File: src/slot_address_allocator_defines.svh
// Assertion macros for the slot address allocator.
// Used by the top level; expects clk and rst in scope.
`ifndef SLOT_ADDRESS_ALLOCATOR_DEFINES_SVH
`define SLOT_ADDRESS_ALLOCATOR_DEFINES_SVH

// Same-cycle implication, ignored while in reset
`define SAA_ASSERT_NOW(name, ante, cons) \
  name: assert property (@(posedge clk) disable iff (rst) (ante) |-> (cons)) \
    else $error("slot allocator check failed");

// Next-cycle implication, ignored while in reset
`define SAA_ASSERT_NEXT(name, ante, cons) \
  name: assert property (@(posedge clk) disable iff (rst) (ante) |=> (cons)) \
    else $error("slot allocator sequencing check failed");

`endif

File: src/saa_pkg.sv
// Shared types and constants of the slot address allocator.
// No dependencies; imported by saa_ram and slot_address_allocator.
package saa_pkg;

  // Occupancy bitmap word geometry
  localparam int WORD_W = 32;
  localparam int BIT_W  = 5;

  // Request modes
  typedef enum logic [1:0] {
    MODE_NEXT   = 2'd0,
    MODE_STATIC = 2'd1,
    MODE_FREE   = 2'd2,
    MODE_LOOKUP = 2'd3
  } mode_t;

  // Control sequencer states
  typedef enum logic [3:0] {
    ST_CLEAR = 4'b0001,
    ST_IDLE  = 4'b0010,
    ST_EXEC  = 4'b0100,
    ST_HOLD  = 4'b1000
  } state_t;

  // Position of the lowest set bit of a bitmap word
  function automatic logic [BIT_W-1:0] lowest_set(input logic [WORD_W-1:0] v);
    logic [BIT_W-1:0] r;
    r = '0;
    for (int i = WORD_W - 1; i >= 0; i--) begin
      if (v[i]) r = BIT_W'(i);
    end
    return r;
  endfunction

endpackage

File: src/slot_address_allocator.sv
// Slot address allocator: occupancy bitmap in a word RAM (32 slots a word).
// Static assign, free and lookup: read the slot's bitmap word, update it and register the result.
// Assign next: scan bitmap words from the next-slot pointer (one RAM read a cycle) until a free
//   slot is found. A new request is taken only back in IDLE, once the result is registered.
// Reset (synchronous): a clearing pass writes one bitmap word a cycle over the whole bitmap,
//   before the first request.
`include "slot_address_allocator_defines.svh"
module slot_address_allocator import saa_pkg::*; #(
  parameter int TABLE_SLOTS = 256
) (
  input  logic        clk,
  input  logic        rst,
  input  logic        cfg_we,
  input  logic [31:0] cfg_data,
  input  logic        in_valid,
  output logic        in_ready,
  input  logic [1:0]  mode,
  input  logic [31:0] address_low,
  output logic        out_valid,
  input  logic        out_ready,
  output logic        status,
  output logic        found,
  output logic [31:0] assigned_address
);

  localparam int WORDS     = (TABLE_SLOTS + WORD_W - 1) / WORD_W;
  localparam int WADDR_W   = (WORDS > 1) ? $clog2(WORDS) : 1;
  localparam int IDX_W     = WADDR_W + BIT_W;
  localparam int CNT_W     = $clog2(TABLE_SLOTS + 1);
  localparam int LAST_BITS = TABLE_SLOTS - WORD_W * (WORDS - 1);
  localparam logic [WORD_W-1:0] LAST_MASK =
    WORD_W'((64'd1 << LAST_BITS) - 64'd1);

  state_t             state;
  logic [31:0]        base_low;
  logic [CNT_W-1:0]   used_count;
  logic [IDX_W-1:0]   next_slot;
  logic [WADDR_W-1:0] clr_addr;
  logic [WADDR_W-1:0] scan_word;
  logic [WORD_W-1:0]  start_mask;
  logic               first_pass;
  mode_t              mode_r;
  logic [BIT_W-1:0]   slot_bit;
  logic               range_ok;
  logic               hold_status;
  logic               hold_found;
  logic [31:0]        hold_addr;

  logic               ram_we;
  logic [WADDR_W-1:0] ram_waddr;
  logic [WORD_W-1:0]  ram_wdata;
  logic [WADDR_W-1:0] ram_raddr;
  logic [WORD_W-1:0]  ram_rdata;

  logic               accept;
  logic               out_free;
  logic               out_load;
  logic [31:0]        in_idx;
  logic [WADDR_W-1:0] scan_word_next;
  logic [WORD_W-1:0]  word_valid;
  logic [WORD_W-1:0]  cand;
  logic [BIT_W-1:0]   pick_bit;
  logic               full;
  logic               cur_bit;
  logic               done;
  logic               wr_en;
  logic [WORD_W-1:0]  wr_data;
  logic               res_status;
  logic               res_found;
  logic [31:0]        res_addr;
  logic               cnt_inc;
  logic               cnt_dec;
  logic               ptr_upd;

  assign in_ready = (state == ST_IDLE);
  assign accept   = in_valid && in_ready;
  assign out_free = !out_valid || out_ready;
  assign out_load = (((state == ST_EXEC) && done) || (state == ST_HOLD)) && out_free;

  // Slot index: byte-wise modulo-256 difference of address and base
  assign in_idx = {address_low[31:24] - base_low[31:24],
                   address_low[23:16] - base_low[23:16],
                   address_low[15:8]  - base_low[15:8],
                   address_low[7:0]   - base_low[7:0]};

  // Bitmap word storage
  saa_ram #(.WIDTH(WORD_W), .ADDR_W(WADDR_W)) u_occ_ram (
    .clk   (clk),
    .we    (ram_we),
    .waddr (ram_waddr),
    .wdata (ram_wdata),
    .raddr (ram_raddr),
    .rdata (ram_rdata)
  );

  // Scan helpers: wrap word pointer, mask padding slots of the last word
  assign scan_word_next = (scan_word == WADDR_W'(WORDS - 1)) ? '0 : scan_word + 1'b1;
  assign word_valid     = (scan_word == WADDR_W'(WORDS - 1)) ? LAST_MASK : '1;
  assign cand     = ~ram_rdata & word_valid & (first_pass ? start_mask : '1);
  assign pick_bit = lowest_set(cand);
  assign full     = (used_count == CNT_W'(TABLE_SLOTS));
  assign cur_bit  = ram_rdata[slot_bit];

  // Read-modify-write decision on the word just read
  always_comb begin
    done       = 1'b1;
    wr_en      = 1'b0;
    wr_data    = ram_rdata;
    res_status = 1'b1;
    res_found  = 1'b0;
    res_addr   = '0;
    cnt_inc    = 1'b0;
    cnt_dec    = 1'b0;
    ptr_upd    = 1'b0;
    unique case (mode_r)
      MODE_NEXT: begin
        if (!full) begin
          if (cand != '0) begin
            wr_en      = 1'b1;
            wr_data    = ram_rdata | (WORD_W'(1) << pick_bit);
            res_status = 1'b0;
            res_addr   = base_low | 32'({scan_word, pick_bit});
            cnt_inc    = 1'b1;
            ptr_upd    = 1'b1;
          end else begin
            done = 1'b0;
          end
        end
      end
      MODE_STATIC: begin
        if (!full && range_ok) begin
          res_status = 1'b0;
          if (!cur_bit) begin
            wr_en   = 1'b1;
            wr_data = ram_rdata | (WORD_W'(1) << slot_bit);
            cnt_inc = 1'b1;
          end
        end
      end
      MODE_FREE: begin
        if ((used_count != '0) && range_ok && cur_bit) begin
          wr_en      = 1'b1;
          wr_data    = ram_rdata & ~(WORD_W'(1) << slot_bit);
          res_status = 1'b0;
          cnt_dec    = 1'b1;
        end
      end
      MODE_LOOKUP: begin
        res_status = 1'b0;
        res_found  = (used_count != '0) && range_ok && cur_bit;
      end
      default: ;
    endcase
  end

  // RAM port steering: clearing pass, then request words
  always_comb begin
    ram_we    = 1'b0;
    ram_waddr = scan_word;
    ram_wdata = wr_data;
    ram_raddr = scan_word_next;
    if (state == ST_CLEAR) begin
      ram_we    = 1'b1;
      ram_waddr = clr_addr;
      ram_wdata = '0;
    end else if (state == ST_EXEC) begin
      ram_we = wr_en;
    end
    if (state == ST_IDLE) begin
      ram_raddr = (mode_t'(mode) == MODE_NEXT) ? next_slot[IDX_W-1:BIT_W]
                                              : in_idx[IDX_W-1:BIT_W];
    end
  end

  // Base address register
  always_ff @(posedge clk) begin
    if (rst) begin
      base_low <= '0;
    end else if (cfg_we) begin
      base_low <= cfg_data;
    end
  end

  // Sequencer, counters and output register
  always_ff @(posedge clk) begin
    if (rst) begin
      state      <= ST_CLEAR;
      clr_addr   <= '0;
      used_count <= '0;
      next_slot  <= '0;
      out_valid  <= 1'b0;
    end else begin
      // raise the result when loaded, drop it once taken
      if (out_load) begin
        out_valid <= 1'b1;
      end else if (out_ready) begin
        out_valid <= 1'b0;
      end
      unique case (state)
        ST_CLEAR: begin
          clr_addr <= clr_addr + 1'b1;
          if (clr_addr == WADDR_W'(WORDS - 1)) state <= ST_IDLE;
        end
        ST_IDLE: begin
          if (accept) state <= ST_EXEC;
        end
        ST_EXEC: begin
          if (done) begin
            if (cnt_inc) used_count <= used_count + 1'b1;
            if (cnt_dec) used_count <= used_count - 1'b1;
            if (ptr_upd) next_slot <= {scan_word, pick_bit};
            if (out_free) begin
              state <= ST_IDLE;
            end else begin
              state <= ST_HOLD;
            end
          end
        end
        ST_HOLD: begin
          if (out_free) state <= ST_IDLE;
        end
        default: state <= ST_CLEAR;
      endcase
    end
  end

  // Request capture and scan pointer
  always_ff @(posedge clk) begin
    if (accept) begin
      mode_r     <= mode_t'(mode);
      range_ok   <= (in_idx < 32'(TABLE_SLOTS));
      first_pass <= 1'b1;
      if (mode_t'(mode) == MODE_NEXT) begin
        scan_word  <= next_slot[IDX_W-1:BIT_W];
        slot_bit   <= next_slot[BIT_W-1:0];
        start_mask <= '1 << next_slot[BIT_W-1:0];
      end else begin
        scan_word  <= in_idx[IDX_W-1:BIT_W];
        slot_bit   <= in_idx[BIT_W-1:0];
        start_mask <= '1;
      end
    end else if ((state == ST_EXEC) && !done) begin
      // advance to the next bitmap word
      scan_word  <= scan_word_next;
      first_pass <= 1'b0;
    end
  end

  // Result payload: load directly, or park while the output is still occupied
  always_ff @(posedge clk) begin
    if ((state == ST_EXEC) && done) begin
      hold_status <= res_status;
      hold_found  <= res_found;
      hold_addr   <= res_addr;
      if (out_free) begin
        status           <= res_status;
        found            <= res_found;
        assigned_address <= res_addr;
      end
    end else if ((state == ST_HOLD) && out_free) begin
      status           <= hold_status;
      found            <= hold_found;
      assigned_address <= hold_addr;
    end
  end

  // Checks
  `SAA_ASSERT_NOW(a_count_bound, 1'b1, used_count <= CNT_W'(TABLE_SLOTS))
  `SAA_ASSERT_NOW(a_ptr_bound, 1'b1, 32'(next_slot) < 32'(TABLE_SLOTS))
  `SAA_ASSERT_NEXT(a_accept_exec, in_valid && in_ready, state == ST_EXEC)
  `SAA_ASSERT_NOW(a_no_write_idle, state == ST_IDLE, !ram_we)
  `SAA_ASSERT_NOW(a_found_ok, out_valid && found, !status)

endmodule

File: src/saa_ram.sv
// Generic simple dual-port RAM: one write port, one registered read port.
// Depends on saa_pkg only by house convention (no items used beyond import).
module saa_ram import saa_pkg::*; #(
  parameter int WIDTH  = 32,
  parameter int ADDR_W = 3
) (
  input  logic              clk,
  input  logic              we,
  input  logic [ADDR_W-1:0] waddr,
  input  logic [WIDTH-1:0]  wdata,
  input  logic [ADDR_W-1:0] raddr,
  output logic [WIDTH-1:0]  rdata
);

  logic [WIDTH-1:0] mem [0:(2**ADDR_W)-1];

  // Write, then register the read word
  always_ff @(posedge clk) begin
    if (we) mem[waddr] <= wdata;
    rdata <= mem[raddr];
  end

endmodule

File: config.mk
export PLATFORM = sky130hd
export DESIGN_NAME = slot_address_allocator
export DESIGN_NICKNAME = d
export VERILOG_FILES = /design/src/saa_pkg.sv /design/src/slot_address_allocator.sv /design/src/saa_ram.sv
export VERILOG_INCLUDE_DIRS = /design/src /design/src/src
export SDC_FILE = /design/constraint.sdc
export NUM_CORES = 1
export LEC_CHECK = 0
export BUFFER_PORTS_ARGS = -buffer_cell sky130_fd_sc_hd__buf_2
export CAP_MARGIN = 10
export CORE_MARGIN = 1
export CORE_UTILIZATION = 62
export DETAILED_ROUTE_END_ITERATION = 8
export MAX_ROUTING_LAYER = met4
export PLACE_DENSITY = 0.87
export REMOVE_ABC_BUFFERS = 1
export SLEW_MARGIN = 10
export SYNTH_ARGS = -nofsm -noshare
export SYNTH_HDL_FRONTEND = slang
export SYNTH_SLANG_ARGS = --single-unit
File: constraint.sdc
create_clock -name clk -period 4.44 [get_ports clk]
set_input_delay 0.444 -clock clk [delete_from_list [all_inputs] [get_ports clk]]
set_output_delay 0.444 -clock clk [all_outputs]
set_load 0.01 [all_outputs]
==> metrics.md <==
| Metric | Value |
|---|---|
| Yosys reg bits | 456 |
| Share of layout cells above drive strength 1 | approximately 16% |
| Worst Max-Slew Pin Slew | 1.40 ns |
| Initial Util | 62.9% |
| DR pass1 iterations | 6 |
| Mapped cell area | 0.0217 sq mm |
| GR Overflow Total | 0 |
| Full die area | approximately 0.036 sq mm |
| Die Ht | 189 microns |
| Post-cts gate resize count | 0 |
| Sink Count | 456 |
| Most used DFF post-synth | edfxtp_1 |
| Vias per inst | 6.87 |
| Place WS | 0.0669 ns |
| Root buffer cell | clkbuf_16 |
| Synth area leaders | edfxtp_1 (51%), dfxtp_1 (8.3%), a2111oi_0 (5.3%) |
| Status | complete, but fails checks |
| DRT antenna net count | 0 |
| Post-synth top area cell | edfxtp_1 |
| Max Slew Vio Count | 0 |
| Total CTS buffers | 44 |
| Sw frac | 22.9% |
| Die width | 189 microns |
| Worst Path Arrival | 4.79 ns |
| Fin Setup TNS | -0.00133 ns |
| CTS H-tree depth | 2 |
| Fin area | 0.0248 sq mm |
| Drt wl/cell | 25.6 microns |
| Startpoint types | flop |
| First-pass GRT wire length | between 90 and 100 mm |
| DP HPWL | 41.6 mm |
| Final net count | 2124 |
| Hold Path Class | input port to flop |
| Largest net degree at the start of global routing | 98 |
| Port bufs | 106 |
| CTS tree | built |
| P_sw | 2.12 mW |
| CTS hold repair buffers | 0 |
| Worst EP required | ~4.8 ns |
| Total Routing Usage GR | between 30 and 40% |
| Avg Cell Area, Syn | 11.5 sq um |
| DRT Wirelength | 64.1 mm |
| Number of global-route vias before repair | 16800 |
| Tot Pwr | 9.24 mW |
| DRC | 0 |
| Skew-Pair Late Insertion Delay | a little under 0.6 ns |
| Worst Path Max Fanout | 22 |
| Area after DPL | 0.0233 sq mm |
| Initial antenna violation count | 4 |
| Period utilisation layout | 100% |
| Seq/Total Area, Yosys | 58.9% |
| F_max | 225 MHz |
| # Post-CTS Setup Buffers | 0 |
| Synth warn | 0 |
| Slew headroom | between 4 and 5% |
| RSZ-0062 raised after global routing | false |
| Area of the core | 0.0345 sq mm |
| Failing checks | setup timing |
| Mapped Cells | 1892 |
| Synth-to-layout area growth | 14.1% |
| Share of the synthesized area in the top cell type | between 50% and 60% |
| Post-synthesis cell type count | 77 |
| Maximum vdd drop | 0.450 mV |
| Count leader, synth | edfxtp_1 |
| Post-Route Skew | around 0.019 ns |
| Worst Setup Slack, final | -0.00133 ns |
| Sequential share of power | between 50% and 60% |
| Ys async rst share | 0% |
| DRT iter0 DRCs | 2532 |
| Tmin final | approximately 4.4 ns |
| Clock Tree Buf Depth | 3 |
| EDFF count, synth | 366 |
| Final Wtd Congestion | 1.03 |
| Part of the power in combinational logic | 6.4% |
| Final Hold Vio Count | 0 |
| Crit. End Element | flop |
| Leakage | 9.02 nW |
| Critical path type | flop to flop |
| Max-cap violations | 0 |
| Row count | 68 |
| I/O Pins | 107 |
| Internal | 7.13 mW |
| Clock Power Share | between 40% and 50% |
| Final setup viols | 1 |
| Via count | 17200 |
| Power density over the cells | 373 mW/mm^2 |
| Clk pin slew, worst setup/hold paths | 0.06 ns |
| Top post-synthesis cells by count | edfxtp_1 (366), nand2_1 (188), a21oi_1 (171) |
==> path summary, 6_finish.rpt <==
path                     start                 end  slack [ns]  depth (start not counted)
hold / removal         mode[1]           mode_r[1]         0.1                          1
setup / recovery   base_low[1]  u_occ_ram.rdata[2]      -0.001                         10
setup reg to reg   base_low[1]  u_occ_ram.rdata[2]      -0.001                         10
hold reg to reg   next_slot[7]        next_slot[7]        0.48                          2
==> placed cells by master (no fill, tap or decap), drive strengths merged, types with 12 or more instances in the layout <==
cell and count:
a31oi 34, o21ai 58, nand4 37, nand2b 12
a22oi 17, nor2b 39, a211oi 14, a2111oi 131
clkbuf 58, xnor2 20, nand2 188, o211ai 12
dfxtp 90, o21a 22, a21oi 172, buf 201
nor3 51, mux2i 72, edfxtp 366, and3 13
clkinv 15, ha 39, inv 78, nand3 19
mux2 14, nor2 92, and2 16
==> sequential cells by signal (all words and copies together), names as in the netlist <==
signal / count
next_slot: 8
hold_status: 1
status: 1
u_occ_ram.rdata: 32
range_ok: 1
out_valid: 1
first_pass: 1
mode_r: 2
slot_bit: 5
scan_word: 3
state: 4
hold_addr: 32
clr_addr: 3
hold_found: 1
u_occ_ram.mem: 256
base_low: 32
used_count: 9
found: 1
assigned_address: 32
start_mask: 31
==> layout make-up <==
type                    count  area, sq um
clock buffers              58         1180
inverters                  76          285
repair buffers            205         1350
flip-flops and latches    456        12800
well taps                 455          569
diodes                      4         10.0
multi-input cells        1226         8280
clock inverters            24          307
fillers                  2289         9760
==> routing by layer <==
layer  vias to the layer above  GRT usage, %  routed length, microns
met5                         -             -                       0
met2                      1219          58.0                   30400
met3                       190          7.90                    7150
met4                         0          12.7                    2190
li1                       7541             -                       -
met1                      8262          48.0                   24300
==> power groups by stage <==
| stage | sequential, mW | clock [mW] | combinational (mW) |
|---|---|---|---|
| 2_1_floorplan | 4.86 | 0 | 0.332 |
| 3_3_place_gp | 4.86 | 0 | 0.539 |
| 3_5_place_dp | 4.87 | 0 | 0.566 |
| 4_1_cts | 4.79 | 3.86 | 0.579 |
| 5_1_grt | 4.79 | 4.01 | 0.627 |
| 6_report | 4.79 | 3.86 | 0.589 |
==> critical path, stage by stage, from the launching register on <==
cell and delay, ns:
dfxtp_1 0.39, inv_1 0.08, ha_1 0.27, nor2b_1 0.19
o211ai_1 0.19, a32oi_1 0.37, mux2i_1 0.49, and2_1 0.48
buf_4 0.41, a2111oi_0 0.15, a2111oi_0 1.20
==> kinds of logic (layout without fill, tap and decap cells) <==
logic type | Yosys count | count (layout) | share of synthesized area [%]
simple gates | 515 | 515 | 11.4
flops | 456 | 456 | 58.9
fa+ha+maj | 44 | 44 | 2.71
other cells | 0 | 4 | 0
xor+xnor | 20 | 20 | 0.806
mux | 94 | 94 | 4.87
buf+inv | 210 | 363 | 3.82
compound gates | 553 | 553 | 17.5
==> stage by stage <==
step                      hold slack [ns]  cells  util [%]
after detailed placement            0.471   2418      67.4
after floorplan                     0.431   1758         -
after global routing               0.0965   2503      71.7
final                              0.0991   2504      71.7
after CTS                          0.0852   2500      71.7
after global placement              0.446   2411      67.2
No activity file was read; power rests on OpenSTA's default activity.
